$ cat config.mk
export PLATFORM = sky130hd
export DESIGN_NAME = base64_stream_encoder_top
export DESIGN_NICKNAME = d
export VERILOG_FILES = /design/src/rtl/b64se_pkg.sv /design/src/rtl/base64_stream_encoder_top.sv /design/src/rtl/b64se_front.sv /design/src/rtl/b64se_queue.sv /design/src/rtl/b64se_back.sv
export VERILOG_INCLUDE_DIRS = /design/src /design/src/rtl
export SDC_FILE = /design/constraint.sdc
export NUM_CORES = 1
export LEC_CHECK = 0
export BUFFER_PORTS_ARGS = -buffer_cell sky130_fd_sc_hd__buf_2
export CORE_MARGIN = 5
export CORE_UTILIZATION = 45
export CTS_CLUSTER_SIZE = 24
export DETAILED_ROUTE_END_ITERATION = 16
export GPL_TIMING_DRIVEN = 0
export HOLD_SLACK_MARGIN = 0.06
export PLACE_DENSITY = 0.66
export RECOVER_POWER = 50
export SYNTH_ARGS = -nofsm -noshare
export SYNTH_HDL_FRONTEND = slang
export SYNTH_SLANG_ARGS = --single-unit
$ cat constraint.sdc
create_clock -name clk -period 4.85 [get_ports clk]
set_input_delay 0.485 -clock clk [delete_from_list [all_inputs] [get_ports clk]]
set_output_delay 0.485 -clock clk [all_outputs]
set_load 0.03 [all_outputs]
$ cat src/rtl/base64_stream_encoder_top_macros.svh
// assertion macros for the base64 stream encoder
// used by base64_stream_encoder_top; no other dependencies
`ifndef BASE64_STREAM_ENCODER_TOP_MACROS_SVH
`define BASE64_STREAM_ENCODER_TOP_MACROS_SVH

`ifndef SYNTHESIS
// same-cycle implication
`define B64SE_ASSERT_IMPLIES(label, clk, rst_n, ante, cons, msg) \
	label: assert property (@(posedge clk) disable iff (!rst_n) (ante) |-> (cons)) \
		else $error(msg);
// next-cycle implication
`define B64SE_ASSERT_NEXT(label, clk, rst_n, ante, cons, msg) \
	label: assert property (@(posedge clk) disable iff (!rst_n) (ante) |=> (cons)) \
		else $error(msg);
`else
`define B64SE_ASSERT_IMPLIES(label, clk, rst_n, ante, cons, msg)
`define B64SE_ASSERT_NEXT(label, clk, rst_n, ante, cons, msg)
`endif

`endif

$ cat src/rtl/b64se_pkg.sv
// shared types, constants and the alphabet lookup for the base64 stream encoder
// no dependencies
`timescale 1ns / 1ps

package b64se_pkg;

	localparam int SEXT_W = 6;
	localparam int CHAR_W = 7;

	localparam logic [CHAR_W-1:0] CHAR_UPPER_A = 7'h41;
	localparam logic [CHAR_W-1:0] CHAR_LOWER_A = 7'h61;
	localparam logic [CHAR_W-1:0] CHAR_DIGIT_0 = 7'h30;
	localparam logic [CHAR_W-1:0] CHAR_PLUS    = 7'h2B;
	localparam logic [CHAR_W-1:0] CHAR_SLASH   = 7'h2F;
	localparam logic [CHAR_W-1:0] CHAR_PAD     = 7'h3D;

	// one encoded group waiting to be serialized
	typedef struct packed {
		logic [3:0][SEXT_W-1:0] sext;
		logic [2:0]             data_chars;
		logic                   msg_end;
	} group_t;

	function automatic logic [CHAR_W-1:0] b64_char(input logic [SEXT_W-1:0] v);
		logic [CHAR_W-1:0] ve;
		logic [CHAR_W-1:0] r;
		ve = {1'b0, v};
		if (v < 6'd26)
			r = CHAR_UPPER_A + ve;
		else if (v < 6'd52)
			r = CHAR_LOWER_A + ve - 7'd26;
		else if (v < 6'd62)
			r = CHAR_DIGIT_0 + ve - 7'd52;
		else if (v == 6'd62)
			r = CHAR_PLUS;
		else
			r = CHAR_SLASH;
		return r;
	endfunction

endpackage

$ cat src/rtl/base64_stream_encoder_top.sv
// the byte that closes a group is written to the group queue, then its first character
// goes to the output register; throughput: one byte per cycle in while the group queue
// has room, one character per cycle out while the receiver pops; every group leaves as
// four characters, and the group queue (QUEUE_DEPTH entries) lets bytes keep coming while
// characters drain; full holds every byte once it fills
// reset: asynchronous, clears pending byte count, queue pointers and fill count, character index and output valid
`timescale 1ns / 1ps
`include "base64_stream_encoder_top_macros.svh"

module base64_stream_encoder_top import b64se_pkg::*; #(
	parameter int QUEUE_DEPTH = 2
) (
	input  logic              clk,
	input  logic              arst_n,
	input  logic              push,
	output logic              full,
	input  logic [7:0]        data_byte,
	input  logic              message_end,
	output logic              empty,
	input  logic              pop,
	output logic [CHAR_W-1:0] out_char,
	output logic              run_last,
	output logic              stream_last
);

	logic   accept;
	logic   grp_push;
	group_t grp;
	group_t head;
	logic   head_empty;
	logic   head_pop;

	assign accept = push && !full;

	b64se_front u_front (
		.clk        (clk),
		.arst_n     (arst_n),
		.accept     (accept),
		.data_byte  (data_byte),
		.message_end(message_end),
		.grp_push   (grp_push),
		.grp        (grp)
	);

	b64se_queue #(
		.DEPTH(QUEUE_DEPTH)
	) u_queue (
		.clk    (clk),
		.arst_n (arst_n),
		.wr_en  (grp_push),
		.wr_data(grp),
		.full   (full),
		.rd_en  (head_pop),
		.rd_data(head),
		.empty  (head_empty)
	);

	b64se_back u_back (
		.clk        (clk),
		.arst_n     (arst_n),
		.head       (head),
		.head_empty (head_empty),
		.head_pop   (head_pop),
		.pop        (pop),
		.empty      (empty),
		.out_char   (out_char),
		.run_last   (run_last),
		.stream_last(stream_last)
	);

	// a waiting group always keeps a character on the output
	`B64SE_ASSERT_NEXT(a_head_drains, clk, arst_n, !head_empty, !empty, "group waiting but output empty")
	// the message end only lands on the last character of a group
	`B64SE_ASSERT_IMPLIES(a_stream_last_run, clk, arst_n, !empty && stream_last, run_last, "stream_last without run_last")
	// every group at the queue head carries two, three or four data characters
	`B64SE_ASSERT_IMPLIES(a_head_chars, clk, arst_n, !head_empty, head.data_chars == 3'd2 || head.data_chars == 3'd3 || head.data_chars == 3'd4, "bad data character count")

endmodule

$ cat src/rtl/b64se_front.sv
// front end: takes bytes, holds a partial group, builds sextets of a finished group
// depends on b64se_pkg
`timescale 1ns / 1ps

module b64se_front import b64se_pkg::*; (
	input  logic       clk,
	input  logic       arst_n,
	input  logic       accept,
	input  logic [7:0] data_byte,
	input  logic       message_end,
	output logic       grp_push,
	output group_t     grp
);

	logic [1:0][7:0] held_q;
	logic [1:0]      count_q;
	logic [1:0]      have;
	logic            complete;
	logic [7:0]      g0, g1, g2;

	// a count of three cannot happen; treat it as two
	assign have     = (count_q == 2'd3) ? 2'd2 : count_q;
	assign complete = (have == 2'd2) || message_end;
	assign grp_push = accept && complete;

	always_comb begin
		g0 = (have != 2'd0) ? held_q[0] : data_byte;
		if (have == 2'd2)
			g1 = held_q[1];
		else if (have == 2'd1)
			g1 = data_byte;
		else
			g1 = 8'h00;
		g2 = (have == 2'd2) ? data_byte : 8'h00;

		grp.sext[0]    = g0[7:2];
		grp.sext[1]    = {g0[1:0], g1[7:4]};
		grp.sext[2]    = {g1[3:0], g2[7:6]};
		grp.sext[3]    = g2[5:0];
		grp.data_chars = (have == 2'd2) ? 3'd4 : ({1'b0, have} + 3'd2);
		grp.msg_end    = message_end;
	end

	always_ff @(posedge clk or negedge arst_n) begin
		if (!arst_n) begin
			count_q <= 2'd0;
		end else if (accept) begin
			count_q <= complete ? 2'd0 : (have + 2'd1);
		end
	end

	always_ff @(posedge clk) begin
		if (accept && !complete)
			held_q[have[0]] <= data_byte;
	end

endmodule

$ cat src/rtl/b64se_queue.sv
// small queue of encoded groups between front and back end
// depends on b64se_pkg
`timescale 1ns / 1ps

module b64se_queue import b64se_pkg::*; #(
	parameter int DEPTH = 2
) (
	input  logic   clk,
	input  logic   arst_n,
	input  logic   wr_en,
	input  group_t wr_data,
	output logic   full,
	input  logic   rd_en,
	output group_t rd_data,
	output logic   empty
);

	localparam int PTR_W = (DEPTH > 1) ? $clog2(DEPTH) : 1;
	localparam int CNT_W = $clog2(DEPTH + 1);

	group_t             entries_q [DEPTH];
	logic [PTR_W-1:0]   wr_ptr_q;
	logic [PTR_W-1:0]   rd_ptr_q;
	logic [CNT_W-1:0]   count_q;

	assign full    = (count_q == CNT_W'(DEPTH));
	assign empty   = (count_q == '0);
	assign rd_data = entries_q[rd_ptr_q];

	always_ff @(posedge clk or negedge arst_n) begin
		if (!arst_n) begin
			wr_ptr_q <= '0;
			rd_ptr_q <= '0;
			count_q  <= '0;
		end else begin
			if (wr_en)
				wr_ptr_q <= (wr_ptr_q == PTR_W'(DEPTH - 1)) ? '0 : wr_ptr_q + 1'b1;
			if (rd_en)
				rd_ptr_q <= (rd_ptr_q == PTR_W'(DEPTH - 1)) ? '0 : rd_ptr_q + 1'b1;
			if (wr_en && !rd_en)
				count_q <= count_q + 1'b1;
			else if (rd_en && !wr_en)
				count_q <= count_q - 1'b1;
		end
	end

	always_ff @(posedge clk) begin
		if (wr_en)
			entries_q[wr_ptr_q] <= wr_data;
	end

endmodule

$ cat src/rtl/b64se_back.sv
// back end: serializes the queue head into four characters, one per cycle while the output is empty or popped
// depends on b64se_pkg
`timescale 1ns / 1ps

module b64se_back import b64se_pkg::*; (
	input  logic              clk,
	input  logic              arst_n,
	input  group_t            head,
	input  logic              head_empty,
	output logic              head_pop,
	input  logic              pop,
	output logic              empty,
	output logic [CHAR_W-1:0] out_char,
	output logic              run_last,
	output logic              stream_last
);

	logic              valid_q;
	logic [1:0]        idx_q;
	logic [CHAR_W-1:0] char_q;
	logic              run_last_q;
	logic              stream_last_q;
	logic              slot_free;
	logic              take;

	// output register can be refilled in the cycle its transaction completes
	assign slot_free = !valid_q || pop;
	assign take      = slot_free && !head_empty;
	assign head_pop  = take && (idx_q == 2'd3);

	assign empty       = !valid_q;
	assign out_char    = char_q;
	assign run_last    = run_last_q;
	assign stream_last = stream_last_q;

	always_ff @(posedge clk or negedge arst_n) begin
		if (!arst_n) begin
			valid_q <= 1'b0;
			idx_q   <= 2'd0;
		end else if (slot_free) begin
			valid_q <= !head_empty;
			if (take)
				idx_q <= idx_q + 2'd1;
		end
	end

	always_ff @(posedge clk) begin
		if (take) begin
			char_q        <= ({1'b0, idx_q} < head.data_chars) ? b64_char(head.sext[idx_q])
			                                                   : CHAR_PAD;
			run_last_q    <= (idx_q == 2'd3);
			stream_last_q <= (idx_q == 2'd3) && head.msg_end;
		end
	end

endmodule

==> qor.csv <==
metric,value,unit
ant_nets,0,
post_route_cells_drive_above_1_share,17.9,%
crit_path_cell_trace,buf_6 > clkbuf_1 > mux4_2 > mux2_2 > inv_1 > ha_1 > inv_1 > xnor2_1 > nor2_1 > nor2_1 > a221o_1,
synth-seq-cells,90,
end_kind,flop,
arrival,3.29,ns
worst_pin_slew,1.09,ns
antenna_cells,0,
maxCapViolations,0,
critPathRequiredTime,4.96,ns
finalSetupViolCount,0,
core_area,8590,sq um
clock-skew-final,0.00683,ns
synth_edf_count,81,
final.fill_count,697,
yosysUniqueCellTypes,40,
fin_tns_setup,0,ns
synth-warning-count,0,
critPathTopFamily,buffers and inverters,
report.final.slew_viol_count,0,
synth.yosys.seq_area_share,67.8,%
vias_per_cell,5.40,
p_leak,1.56,nW
yosys.area.top_type,edfxtp_1,
place_area,4220,sq um
dr.pass1.iters,6,
fin_crit,3.18,ns
synth_common_cells,"edfxtp_1 (81), mux2_2 (11), inv_1 (10), nor2_1 (10)",
wl_per_cell,17.3,um
postCtsSetupBuffers,0,
pwr_density_cell,704,nW/um^2
drc,0,
fmax,315,MHz
crit_path_max_incr_delay,0.66,ns
std_cell_rows,34,
final_area,4390,sq um
initial_core_util,45.6,%
yosysMostFrequentCell,edfxtp_1,
hold_viol,0,
synth_cells,231,
routabilityCongestion,0.781,
dp_hpwl,4520,um
cts_tree,built,
grt_usage,13.8,%
ios,24,
routed_wl,6620,um
rsz0062_at_grt,false,
cts_root_buf,clkbuf_8,
power,3.09,mW
synthesis.nets,252,
grt_pass1_vias,2119,
die_w,103,um
cpMaxStageDelayCell,clkbuf_1,
ctsResizeCount,0,
vias,2064,
syn_area_per_cell,17.0,sq um
critPathLaunchType,flop,
worstSetupPathType,reg -> reg,
clk_path_buf_depth,2,
hp-class,in -> reg,
drt_iter0_drc,87,
io_buffers,23,
cts_inserted_buffers,9,
layout.nets,290,
h-tree-depth,3,
grt_pass1_wl,10800,um
die_h,103,um
outcome,"finished, final reports clean",
relSlewSlack,27.6,%
antenna_found_initial,0,
dp.cells,365,
path_clk_slew,0.09,ns
fin_cells,382,
clkLatencyLatePin,0.35,ns
grt.overflow.total,0,
synth_top_area_share,62.0,%
fin_crit_sh,65.5,%
synthTopCellsByArea,"edfxtp_1 (62%), dfrtp_1 (5.7%), mux4_1 (4.0%)",
async_flop_share,10.0,%
grt_max_degree,29,
cp_num_buf_inv,4,
cp_max_fo,10,
die-area,10700,sq um
syn_to_final_growth,12.0,%
cts.sinks,90,
netlist_area,3920,sq um
ys.flop_type,edfxtp_1,
irDropWorstVdd,267,uV
-- registers in the layout, summed over array words and instances, names as in the netlist --
| signal | cells |
|---|---|
| u_back.idx_q | 2 |
| u_back.out_char | 7 |
| u_back.run_last | 1 |
| u_back.stream_last | 1 |
| u_back.valid_q | 1 |
| u_front.count_q | 2 |
| u_front.held_q | 16 |
| u_queue.count_q | 2 |
| u_queue.entries_q | 56 |
| u_queue.rd_ptr_q | 1 |
| u_queue.wr_ptr_q | 1 |
-- metrics by stage --
step / util, % / hold slack, ns / setup slack, ns
3_5_place_dp: 49.1 / 0.349 / 1.78
2_1_floorplan: - / 0.189 / 1.71
3_3_place_gp: 48.5 / 0.347 / 0.549
4_1_cts: 51.6 / 0.298 / 1.76
5_1_grt: 51.1 / 0.315 / 1.48
6_report: 51.1 / 0.315 / 1.67
-- worst paths after layout --
| check | from | to | slack [ns] | cells past startpoint |
|---|---|---|---|---|
| hold reg to reg | u_queue.count_q[1]$_DFFE_PN0P_ | u_back.valid_q$_DFFE_PN0N_ | 0.51 | 2 |
| max in group asynchronous | arst_n | u_back.idx_q[1]$_DFFE_PN0P_ | 3.91 | 2 |
| min in group asynchronous | arst_n | u_queue.wr_ptr_q$_DFFE_PN0P_ | 0.60 | 2 |
| setup reg to reg | u_queue.rd_ptr_q$_DFFE_PN0P_ | u_back.out_char[2]$_SDFFCE_PP1P_ | 1.67 | 11 |
| setup / recovery | u_queue.rd_ptr_q$_DFFE_PN0P_ | u_back.out_char[2]$_SDFFCE_PP1P_ | 1.67 | 11 |
| hold / removal | pop | u_back.valid_q$_DFFE_PN0N_ | 0.31 | 2 |
-- worst register-to-register path, cell delays in order, from the launching register on --
cell and delay, ns:
dfrtp_1 0.35, buf_6 0.13, clkbuf_1 0.67, mux4_2 0.60
mux2_2 0.34, inv_1 0.10, ha_1 0.15, inv_1 0.06
xnor2_1 0.11, nor2_1 0.09, nor2_1 0.05, a221o_1 0.29
-- repair_timing --
item,CTS,global route
setup endpoints to repair,0,0
hold buffers,1,0
endpoints found under the hold margin,9,0
-- area by class of cell --
class | count | area, sq um | share of cell area (%)
tap | 108 | 135 | 3.08
inverter | 10 | 37.5 | 0.855
multi-input combinational | 122 | 1160 | 26.4
buffer | 9 | 66.3 | 1.51
sequential | 90 | 2660 | 60.5
clock buffer | 9 | 124 | 2.82
clock inverter | 7 | 82.6 | 1.88
timing repair buffer | 27 | 129 | 2.93
-- power by group --
part | internal, mW | switching [mW] | leakage (nW)
logic | 0.581 | 0.791 | 0.606
registers | 1.13 | 0.0728 | 0.857
clock network | 0.247 | 0.272 | 0.0988
-- routing by layer --
| metal | global-route usage [%] | share of wire [%] |
|---|---|---|
| met3 | 2.82 | 4.5 |
| met4 | 6.77 | 2.2 |
| met2 | 23.0 | 49 |
| met1 | 17.2 | 44 |
| met5 | 0 | 0 |
-- layout by cell type, fill, tap and decap left out, types with 4 or more instances in the layout --
cell type	synthesis	final
and2_0	0	8
nand2_1	6	6
a22o_1	8	8
mux2_2	11	8
mux2i_1	5	5
mux4_2	6	6
mux4_1	6	6
edfxtp_1	81	81
inv_1	10	10
dfrtp_1	9	9
nor2_1	10	10
o21ai_0	6	6
nand3_1	5	5
xnor2_1	6	6
xor2_1	4	4
ha_1	8	8
a21oi_1	6	6
clkbuf_1	4	26
buf_6	3	5
clkbuf_8	1	10
-- cell families after synthesis --
kind of cell | count (synthesis) | synth area share, %
adders and majority gates | 8 | 2.55
muxes | 31 | 13.1
buffers and inverters | 19 | 2.94
and+or+nand+nor | 39 | 5.17
DFF | 90 | 67.8
xor gates and xnor gates | 10 | 2.23
AOI/OAI and AO/OA | 34 | 6.29
Power figures use the tool's default switching activity.
